## config.mk

```make
export PLATFORM = sky130hd
export DESIGN_NAME = host_bridge_config_pam_control
export DESIGN_NICKNAME = d
export VERILOG_FILES = /design/src/rtl/core/hbpam_pkg.sv /design/src/rtl/core/host_bridge_config_pam_control.sv
export VERILOG_INCLUDE_DIRS = /design/src /design/src/rtl/core
export SDC_FILE = /design/constraint.sdc
export NUM_CORES = 2
export LEC_CHECK = 0
export ABC_AREA = 0
export BUFFER_PORTS_ARGS = -buffer_cell sky130_fd_sc_hd__buf_2
export CORE_ASPECT_RATIO = 1.5
export CORE_MARGIN = 2
export CORE_UTILIZATION = 45
export DETAILED_ROUTE_END_ITERATION = 10
export PLACE_DENSITY_LB_ADDON = 0.08
export SYNTH_ARGS = -nofsm -noshare
export SYNTH_HDL_FRONTEND = slang
export SYNTH_SLANG_ARGS = --single-unit
```

## constraint.sdc

```tcl
create_clock -name clk -period 24.4 [get_ports clk]
set_input_delay 1.22 -clock clk [delete_from_list [all_inputs] [get_ports clk]]
set_output_delay 1.22 -clock clk [all_outputs]
set_load 0.02 [all_outputs]
```

## src/rtl/core/host_bridge_config_pam_control_assert.svh

```systemverilog
// assertion macros for the host bridge configuration block
`ifndef HOST_BRIDGE_CONFIG_PAM_CONTROL_ASSERT_SVH
`define HOST_BRIDGE_CONFIG_PAM_CONTROL_ASSERT_SVH

// condition holds in the same cycle
`define HB_ASSERT_NOW(label, ante, cons) \
  label: assert property (@(posedge clk) disable iff (!rst_n) (ante) |-> (cons)) \
    else $error("assertion failed in host bridge config block");

// condition holds in the cycle after the antecedent
`define HB_ASSERT_NEXT(label, ante, cons) \
  label: assert property (@(posedge clk) disable iff (!rst_n) (ante) |=> (cons)) \
    else $error("assertion failed in host bridge config block");

`endif

```

## src/rtl/core/hbpam_pkg.sv

```systemverilog
// package: codes, result type and reset table of the host bridge config space
package hbpam_pkg;

  // access codes
  localparam logic [1:0] OP_CFG_RD = 2'd0;
  localparam logic [1:0] OP_CFG_WR = 2'd1;
  localparam logic [1:0] OP_RST_RD = 2'd2;
  localparam logic [1:0] OP_RST_WR = 2'd3;

  // pam byte offsets and fixed byte values
  localparam logic [7:0] PAM0_ADDR = 8'h59;
  localparam logic [7:0] PAM6_ADDR = 8'h5F;
  localparam logic [7:0] PAM_HARD_VAL = 8'h0F;
  localparam logic [7:0] FF_BYTE = 8'hFF;

  // one result item without the shadow and last flags
  typedef struct packed {
    logic [7:0] read_data;
    logic       map_valid;
    logic [3:0] region_index;
    logic       read_internal;
    logic       write_internal;
    logic       cpu_reset;
    logic       hard_reset;
  } res_t;

  localparam res_t RES_ZERO = '0;

  // reset contents of the configuration space
  function automatic logic [7:0] cfg_default(input logic [7:0] addr);
    logic [7:0] val;
    case (addr)
      8'h00: val = 8'h86;
      8'h01: val = 8'h80;
      8'h02: val = 8'hA3;
      8'h03: val = 8'h04;
      8'h04: val = 8'h06;
      8'h07: val = 8'h02;
      8'h08: val = 8'h10;
      8'h0B: val = 8'h06;
      8'h50: val = 8'hA0;
      8'h52: val = 8'h44;
      8'h57: val = 8'h31;
      8'h60, 8'h61, 8'h62, 8'h63, 8'h64, 8'h66, 8'h67: val = 8'h02;
      default: val = 8'h00;
    endcase
    return val;
  endfunction

  // identification offsets that ignore writes
  function automatic logic cfg_read_only(input logic [7:0] addr);
    return addr inside {[8'h00:8'h03], [8'h08:8'h0B], 8'h0E};
  endfunction

endpackage

```

## src/rtl/core/host_bridge_config_pam_control.sv

```systemverilog
// host bridge pci configuration space with pam attribute map and reset control
// an accepted item is decoded in ST_LOOK; each result goes to the output register from ST_EMIT once it is free
// a new item is not taken until the last result of the current one has left ST_EMIT;
//   a write with no result goes from ST_LOOK straight back to idle
// reset: per-byte valid bits clear at once so the store reads its default values,
//   no clearing pass; reset-control and shadow flag clear to zero
module host_bridge_config_pam_control (
  input  logic       clk,
  input  logic       rst_n,
  input  logic       in_valid,
  output logic       in_ready,
  input  logic [1:0] in_opcode,
  input  logic [2:0] in_function_number,
  input  logic [7:0] in_reg_address,
  input  logic [7:0] in_write_data,
  output logic       out_valid,
  input  logic       out_ready,
  output logic [7:0] out_read_data,
  output logic       out_map_valid,
  output logic [3:0] out_region_index,
  output logic       out_read_internal,
  output logic       out_write_internal,
  output logic       out_shadow_bios,
  output logic       out_cpu_reset,
  output logic       out_hard_reset,
  output logic       out_last
);
  import hbpam_pkg::*;

  typedef enum logic [2:0] {
    ST_IDLE = 3'b001,
    ST_LOOK = 3'b010,
    ST_EMIT = 3'b100
  } state_t;

  state_t state_r, state_nxt;

  // latched item
  logic [1:0] op_r;
  logic [2:0] func_r;
  logic [7:0] addr_r;
  logic [7:0] data_r;

  // configuration store, valid bits and small registers
  logic [7:0]   mem [256];
  logic [7:0]   mem_rdata_r;
  logic [7:0]   rd_addr_r;
  logic [255:0] vld_r;
  logic [7:0]   rst_ctl_r;
  logic         shadow_r;

  // pending results
  res_t       buf_r [2];
  res_t       buf0_nxt, buf1_nxt;
  logic [1:0] cnt_r, cnt_nxt;
  logic       idx_r;

  // output register
  logic       out_valid_r;
  res_t       out_res_r;
  logic       out_shadow_r;
  logic       out_last_r;

  logic       accept;
  logic       mem_we;
  logic [7:0] mem_waddr;
  logic [7:0] mem_wdata;
  logic [7:0] old_byte;
  logic [7:0] diff;
  logic [2:0] pam_n;
  logic       shadow_nxt;
  logic       has_a, has_b;
  res_t       res_a, res_b;
  logic       out_free;
  logic       emit_last;

  assign accept   = in_valid && in_ready;
  assign in_ready = (state_r == ST_IDLE);
  assign out_free = !out_valid_r || out_ready;
  assign emit_last = idx_r || (cnt_r == 2'd1);

  // store read, issued when the item is accepted
  always_ff @(posedge clk) begin
    if (accept) begin
      rd_addr_r   <= (in_opcode == OP_RST_WR) ? PAM0_ADDR : in_reg_address;
      mem_rdata_r <= mem[(in_opcode == OP_RST_WR) ? PAM0_ADDR : in_reg_address];
    end
    if (mem_we) begin
      mem[mem_waddr] <= mem_wdata;
    end
  end

  // stored byte, or its reset value when never written
  assign old_byte = vld_r[rd_addr_r] ? mem_rdata_r : cfg_default(rd_addr_r);

  // decode the item and build its results
  always_comb begin
    mem_we     = 1'b0;
    mem_waddr  = addr_r;
    mem_wdata  = data_r;
    shadow_nxt = shadow_r;
    has_a      = 1'b0;
    has_b      = 1'b0;
    res_a      = RES_ZERO;
    res_b      = RES_ZERO;
    diff       = old_byte ^ data_r;
    pam_n      = 3'(addr_r - PAM0_ADDR);
    case (op_r)
      OP_CFG_RD: begin
        has_a           = 1'b1;
        res_a.read_data = (func_r != 3'd0) ? FF_BYTE : old_byte;
      end
      OP_CFG_WR: begin
        if ((func_r == 3'd0) && !cfg_read_only(addr_r)) begin
          mem_we = 1'b1;
          if (addr_r == PAM0_ADDR) begin
            if (diff[7:4] != 4'd0) begin
              has_b                = 1'b1;
              res_b.map_valid      = 1'b1;
              res_b.read_internal  = data_r[4];
              res_b.write_internal = data_r[5];
              shadow_nxt           = data_r[4];
            end
          end else if ((addr_r > PAM0_ADDR) && (addr_r <= PAM6_ADDR)) begin
            if (diff[3:0] != 4'd0) begin
              has_a                = 1'b1;
              res_a.map_valid      = 1'b1;
              res_a.region_index   = {pam_n, 1'b0} - 4'd1;
              res_a.read_internal  = data_r[0];
              res_a.write_internal = data_r[1];
            end
            if (diff[7:4] != 4'd0) begin
              has_b                = 1'b1;
              res_b.map_valid      = 1'b1;
              res_b.region_index   = {pam_n, 1'b0};
              res_b.read_internal  = data_r[4];
              res_b.write_internal = data_r[5];
            end
          end
        end
      end
      OP_RST_RD: begin
        has_a           = 1'b1;
        res_a.read_data = rst_ctl_r;
      end
      OP_RST_WR: begin
        if (data_r[2] && !rst_ctl_r[2]) begin
          // hard reset rewrites pam0 first
          if (data_r[1]) begin
            mem_we    = 1'b1;
            mem_waddr = PAM0_ADDR;
            mem_wdata = PAM_HARD_VAL;
            if (old_byte[7:4] != 4'd0) begin
              has_a           = 1'b1;
              res_a.map_valid = 1'b1;
              shadow_nxt      = 1'b0;
            end
          end
          has_b            = 1'b1;
          res_b.cpu_reset  = 1'b1;
          res_b.hard_reset = data_r[1];
        end
      end
      default: begin
        has_a = 1'b0;
      end
    endcase
    buf0_nxt = has_a ? res_a : res_b;
    buf1_nxt = res_b;
    cnt_nxt  = {1'b0, has_a} + {1'b0, has_b};
  end

  // sequencer
  always_comb begin
    state_nxt = state_r;
    case (state_r)
      ST_IDLE: if (accept) state_nxt = ST_LOOK;
      ST_LOOK: state_nxt = (cnt_nxt == 2'd0) ? ST_IDLE : ST_EMIT;
      ST_EMIT: if (out_free && emit_last) state_nxt = ST_IDLE;
      default: state_nxt = ST_IDLE;
    endcase
  end

  // control state
  always_ff @(posedge clk) begin
    if (!rst_n) begin
      state_r     <= ST_IDLE;
      vld_r       <= '0;
      rst_ctl_r   <= 8'h00;
      shadow_r    <= 1'b0;
      cnt_r       <= 2'd0;
      idx_r       <= 1'b0;
      out_valid_r <= 1'b0;
    end else begin
      state_r <= state_nxt;
      if (state_r == ST_LOOK) begin
        cnt_r    <= cnt_nxt;
        idx_r    <= 1'b0;
        shadow_r <= shadow_nxt;
        if (mem_we) vld_r[mem_waddr] <= 1'b1;
        if (op_r == OP_RST_WR) rst_ctl_r <= data_r;
      end
      if ((state_r == ST_EMIT) && out_free) begin
        out_valid_r <= 1'b1;
        idx_r       <= 1'b1;
      end else if (out_ready) begin
        out_valid_r <= 1'b0;
      end
    end
  end

  // payload registers
  always_ff @(posedge clk) begin
    if (accept) begin
      op_r   <= in_opcode;
      func_r <= in_function_number;
      addr_r <= in_reg_address;
      data_r <= in_write_data;
    end
    if (state_r == ST_LOOK) begin
      buf_r[0] <= buf0_nxt;
      buf_r[1] <= buf1_nxt;
    end
    if ((state_r == ST_EMIT) && out_free) begin
      out_res_r    <= buf_r[idx_r];
      out_shadow_r <= shadow_r;
      out_last_r   <= emit_last;
    end
  end

  assign out_valid          = out_valid_r;
  assign out_read_data      = out_res_r.read_data;
  assign out_map_valid      = out_res_r.map_valid;
  assign out_region_index   = out_res_r.region_index;
  assign out_read_internal  = out_res_r.read_internal;
  assign out_write_internal = out_res_r.write_internal;
  assign out_shadow_bios    = out_shadow_r;
  assign out_cpu_reset      = out_res_r.cpu_reset;
  assign out_hard_reset     = out_res_r.hard_reset;
  assign out_last           = out_last_r;

`include "host_bridge_config_pam_control_assert.svh"

  `HB_ASSERT_NEXT(a_accept_look, accept, state_r == ST_LOOK)
  `HB_ASSERT_NOW(a_cpurst_last, out_valid_r && out_res_r.cpu_reset, out_last_r)
  `HB_ASSERT_NOW(a_hard_cpurst, out_valid_r && out_res_r.hard_reset, out_res_r.cpu_reset)
  `HB_ASSERT_NOW(a_region_range, out_valid_r && out_res_r.map_valid,
                 out_res_r.region_index <= 4'd12)
  `HB_ASSERT_NOW(a_emit_count, state_r == ST_EMIT, cnt_r != 2'd0)

endmodule
```

# --- After elaboration in Yosys (flattened, before gate mapping) ---
# Memories as Yosys holds them, arrays and structs flattened. A register that Yosys moved wholly into a read port is not among the register bits.
# Cells that the tools add are included.
totals:
  reg_bits: 303
  ram_bits: 2082
  in_bits: 25
  output_inout_bits: 21
  wordCells: 167
  n_memories: 2
memory_table:
  columns: ["name", "words", "width", "read_ports", "rd_clocked_by_memory_dff", "write_ports", "line", "source"]
  rows:
  - ["mem", 256, 8, 1, 1, 1, "host_bridge_config_pam_control.sv:45", "logic [7:0] mem [256];"]
  - ["buf_r", 2, 17, 1, 1, 2, "host_bridge_config_pam_control.sv:53", "res_t buf_r [2];"]
op_classes:
  addsub: 3
  n_lt_le_gt_ge: 9
  n_eq_ne: 35
  n_mux: 69
  bitwise_logic: 2
  n_reduce_logical: 33
op_table:
  columns: ["cell", "count"]
  rows:
  - ["256-bit bitwise OR", 1]
  - ["8-bit by 7-bit == test with 1-bit output, second input constant", 11]
  - ["8-bit case mux with 10 select lines", 1]
  - ["8-bit 2-to-1 mux", 9]
  - ["7-bit 2-to-1 mux", 8]
  - ["1-bit 2-to-1 mux", 32]
  - ["8-bit by 4-bit == test with 1-bit output, second input constant", 3]
  - ["8-bit by 9-bit < comparator with 1-bit output, second input constant", 2]
  - ["17-bit 2-to-1 mux", 1]
  - ["8-bit by 2-bit == test with 1-bit output, second input constant", 2]
  - ["8-bit by 3-bit == test with 1-bit output, second input constant", 2]
  - ["8-bit by 1-bit >= comparator with 1-bit output, second input constant", 2]
  - ["8-bit case mux with 2 select lines", 1]
  - ["2-bit != test, second input constant", 7]
  - ["4-bit nonzero test", 3]
  - ["1-bit logical AND", 9]
  - ["3-bit 2-to-1 mux", 3]
  - ["3-bit case mux with 3 select lines", 1]
  - ["1-bit binary-select mux with 8-bit select", 1]
  - ["1-bit demux with 8-bit select", 1]
  - ["8-bit by 1-bit == test with 1-bit output, second input constant", 1]
  - ["8-bit by 4-bit >= comparator with 1-bit output, second input constant", 1]
  - ["8-bit by 7-bit > comparator with 1-bit output, second input constant", 1]
  - ["8-bit by 2-bit <= comparator with 1-bit output, second input constant", 1]
  - ["28 further kinds", 47]

# --- Depth between registers and ports, before layout ---
logic_depth:
  ltp_word: 15
  mapped_depth: 22
  mapped_depth_nobuf: 15

# --- Least setup slack after synthesis ---
# OpenSTA, ideal clock, no wires.
synth_path:
  kind: "reg-to-reg"
  startpoint: "reg data_r[1]"
  endpoint: "mem mem[0][4], data pin"
  setup_time_ns: 1.393
  arrival_time_ns: 9.020
  t_required_ns: 23.007
  slack_ns: 13.986
  stages_incl_launch_ff: 6
  path_buffers: 2
  synth_period_minus_slack_ns: 10.414
  cell_sequence: "edfxtp_1 -> nand2_1 -> clkbuf_1 -> inv_1 -> clkbuf_1 -> nor2_1"
synth_between:
  elab_chain_len: 3
synth_lines:
  columns: ["item", "line", "source"]
  rows:
  - ["start, declared", "host_bridge_config_pam_control.sv:42", "logic [7:0] data_r;"]
  - ["start signal, assigned", "host_bridge_config_pam_control.sv:218", "data_r <= in_write_data;"]
  - ["8-bit 2-to-1 mux", "host_bridge_config_pam_control.sv:149", "if (data_r[1]) begin"]
  - ["8-bit 2-to-1 mux", "host_bridge_config_pam_control.sv:147", "if (data_r[2] && !rst_ctl_r[2]) begin"]
  - ["8-bit 2-to-1 mux", "host_bridge_config_pam_control.sv:108", "case (op_r)"]
  - ["net mem_wdata[4]", "host_bridge_config_pam_control.sv:67", "logic [7:0] mem_wdata;"]
  - ["end, declared", "host_bridge_config_pam_control.sv:45", null]
# The timed path passes the listed nets, and every way through them passes these cells.

# --- Worst setup path after layout ---
layout_path:
  startpoint: "in in_reg_address[0]"
  endpoint: "reg mem_rdata_r[2], read port of mem, data pin"
layout_between:
  elab_chain_len: 1
layout_lines:
  columns: ["item", "line", "source"]
  rows:
  - ["start, declared", "host_bridge_config_pam_control.sv:14", "input logic [7:0] in_reg_address,"]
  - ["8-bit 2-to-1 mux", "host_bridge_config_pam_control.sv:86", "mem_rdata_r <= mem[(in_opcode == OP_RST_WR) ? PAM0_ADDR : in_reg_address];"]
  - ["end, declared", "host_bridge_config_pam_control.sv:46", "logic [7:0] mem_rdata_r;"]
# Every way passes these cells.
# A chain may end at the register's enable or synchronous reset.

==> results.tsv <==
metric	value	unit
port buffer count	45	
final RePlAce weighted congestion	0.810	
total gr overflow	0	
final std cells w/o fill	9931	
Initial Util	0.451	
CP required	24980	ps
pins over their slew limit	0	
CTS Hold Bufs	0	
clock share of power	0.403	
layout cell share with drive strength beyond 1	0.0867	
dpl ws	16830	ps
RSZ-0062 raised after global routing	false	
Post-synth EDFFs	2129	
period utilisation layout	0.274	
Worst path max stage delay	890	ps
post-synthesis simple-gate area fraction	0.112	
drt pass-1 iters	5	
worst vdd ir	0.0555	mV
Net Sw Frac	0.235	
mux cell area share after synthesis	0.0184	
synth warn	0	
synthesized area	95400	um2
width of the die	380	um
Post-CTS Resized	0	
leakage	33.4	nW
asr flop ratio synth	0	
slew margin rel.	0.143	
Reg power frac	0.527	
Avg Cell Area, Syn	13.6	um2
DIE AREA	216000	um2
DP HPWL	160000	um
Final #Nets	6954	
total track usage	0.257	
first-pass GRT wire length	412000	um
# DRC	0	
number of max-cap violations	0	
Worst-Margin Slew	1280	ps
max frequency	150	MHz
Initial DRC Count	6161	
worst-path fanout max	115	
Adder-Cell Fraction of Synth Area	0.000656	
Post-Syn Instances	7025	
average wire per standard cell	28.6	um
Setup Viol. Count Final	0	
initial antenna violation count	7	
num rows	207	
Synth Area in Compound Gates	0.115	
Post-Route WL	284000	um
Layout area overhead	10.8	%
Placed Cells	9515	
ys flop type	edfxtp_1	
core area	211000	um2
post-layout minimum cycle time	6690	ps
register area share after synthesis	0.728	
CTS tree	built	
Final Skew	47.7	ps
status	finished clean	
Synth Register Bits	2401	
Crit Path Class	input pin to flop	
worst hold path type	flop to flop	
Comb power frac	0.070	
clk sinks	2401	
crit start category	input pin	
Cell Int Power	6.56	mW
cts bufs inserted	228	
Psw	2.01	mW
I/O Pins	46	
Longest Clk Path Bufs	4	
XOR/XNOR Fraction of Synth Area	0.000827	
most used cell, CP	buf_4	
critical-path cell list	buf_8 > a21oi_4 > buf_4 > buf_12 > buf_12 > buf_4 > buf_4 > nor2b_1 > a211oi_1 > a311oi_1 > a31oi_1 > a21oi_1 > o21ai_0 > buf_4 > nand2_1 > o311ai_0 > a31oi_1	
PwrDens	81.2	nW/um2
Final WS setup	17710	ps
vias in the first global route	58900	
TNS Setup	0	ps
post-route antenna net violation count	0	
Fin. Hold Viols	0	
Setup Buffers After CTS	0	
DIE HEIGHT	568	um
clock-pin slew on the worst setup and hold paths	60	ps
Yosys cell types	70	
Clock Root Buffer	clkbuf_16	
crit path DAT	7270	ps
Worst Setup End Kind	flop	
Slowest cell on crit path	o21ai_0	
vias per cell	6.07	
main combinational cell family by area after synthesis	compound AO/OA/AOI/OAI gates	
Worst-Skew Late Latency	870	ps
pin count of the biggest net entering global routing	193	
DR vias	60300	
H-tree levels	4	
[registers in the layout (all words and copies together), names as in the netlist, 3 cells and up]
signal and count:
addr_r 8, buf_r 25, data_r 8, func_r 3, mem 2048, mem_rdata_r 8
out_read_data 8, out_region_index 4, rd_addr_r 8, rst_ctl_r 8, state_r 3, vld_r 256
[layer usage]
metal / GRT usage / share of wire
met3: 0.0364 / 0.064
met2: 0.451 / 0.51
met4: 0.0882 / 0.035
met1: 0.325 / 0.39
met5: 0 / 0.000092
[final timing paths]
check                     from        endpoint  slack, ps  depth (start not counted)
max          in_reg_address[0]  mem_rdata_r[2]      17710                         17
min                  vld_r[11]       vld_r[11]        460                          1
max reg2reg       rd_addr_r[0]      state_r[2]      19100                         15
min reg2reg          vld_r[11]       vld_r[11]        460                          1
[critical path, delay by kind of cell]
kind,cells,cell delay [ps]
buffers and inverters,7,3380
AO/OA/AOI/OAI,8,2080
AND/OR/NAND/NOR,2,160
[power by group through the flow]
stage	registers [mW]	logic [mW]	clock network (mW)
after floorplan	4.63	0.338	0
after global placement	4.61	0.596	0
after detailed placement	4.61	0.601	0
after CTS	4.52	0.602	3.51
after global routing	4.52	0.639	3.65
final	4.52	0.600	3.45
[stage by stage]
stage	util	area (um2)	power (mW)	hold WS, ps
floorplan	-	95600	4.96	408
detailed placement	0.466	98500	5.21	442
global route	0.500	106000	8.81	463
finish	0.500	106000	8.58	458
CTS	0.500	106000	8.63	458
global placement	0.466	98500	5.20	437
[cell usage in the layout, fill, tap and decap left out, types with 7 or more instances in the layout]
cell type  count
a211oi_1      88
a21oi_1      182
a22oi_1       14
a311oi_1     194
a31oi_1       45
and2_1        17
and3_1        43
buf_12        15
buf_2         48
buf_4        131
bufinv_16     16
clkbuf_1      38
clkbuf_16    231
clkbuf_8      11
clkinv_1      66
clkinv_2      41
conb_1        64
dfxtp_1      272
edfxtp_1    2129
inv_1         21
mux2_2        14
mux2i_1       49
mux4_2        48
nand2_1      959
nand2_2        9
nand2b_1       9
nand3_1      673
nand4_1       12
nor2_1       529
nor2b_1       89
nor3_1        66
nor4_1         9
o21a_1       250
o21ai_0       79
o221ai_1     516
o311ai_0      11
xor2_1         7
[cell usage after synthesis, drive strengths merged, types with 9 or more instances]
master / n / area share
a211oi: 88 / 0.0069
a21oi: 187 / 0.0098
a22oi: 14 / 0.0011
a311oi: 194 / 0.018
a31oi: 45 / 0.0030
and2: 21 / 0.0014
and3: 43 / 0.0028
buf: 86 / 0.0046
clkbuf: 504 / 0.020
dfxtp: 272 / 0.057
edfxtp: 2129 / 0.67
inv: 26 / 0.0010
mux2: 14 / 0.0017
mux2i: 49 / 0.0051
mux4: 49 / 0.012
nand2: 970 / 0.038
nand2b: 11 / 0.00072
nand3: 678 / 0.036
nand4: 12 / 0.00079
nor2: 531 / 0.021
nor2b: 90 / 0.0059
nor3: 67 / 0.0035
nor4: 9 / 0.00059
o21a: 250 / 0.020
o21ai: 80 / 0.0042
o221ai: 516 / 0.047
o311ai: 16 / 0.0015
[layout make-up]
cell class,instances,area (um2)
inverter,29,131
clock inverter,131,1010
tap,2821,3530
fill,18100,106000
antenna,6,15.0
timing repair buffer,196,1550
clock buffer,279,6060
sequential,2401,69400
multi-input combinational,4068,23900
[kinds of logic after synthesis]
| family | Yosys count |
|---|---|
| AND/OR/NAND/NOR | 2452 |
| flip-flops | 2401 |
| AO/OA/AOI/OAI | 1426 |
| buffers and inverters | 619 |
| multiplexers | 112 |
| XOR/XNOR | 9 |
| adder cells (fa/ha/maj) | 5 |
| other | 1 |
(Power assumes the default switching activity.)
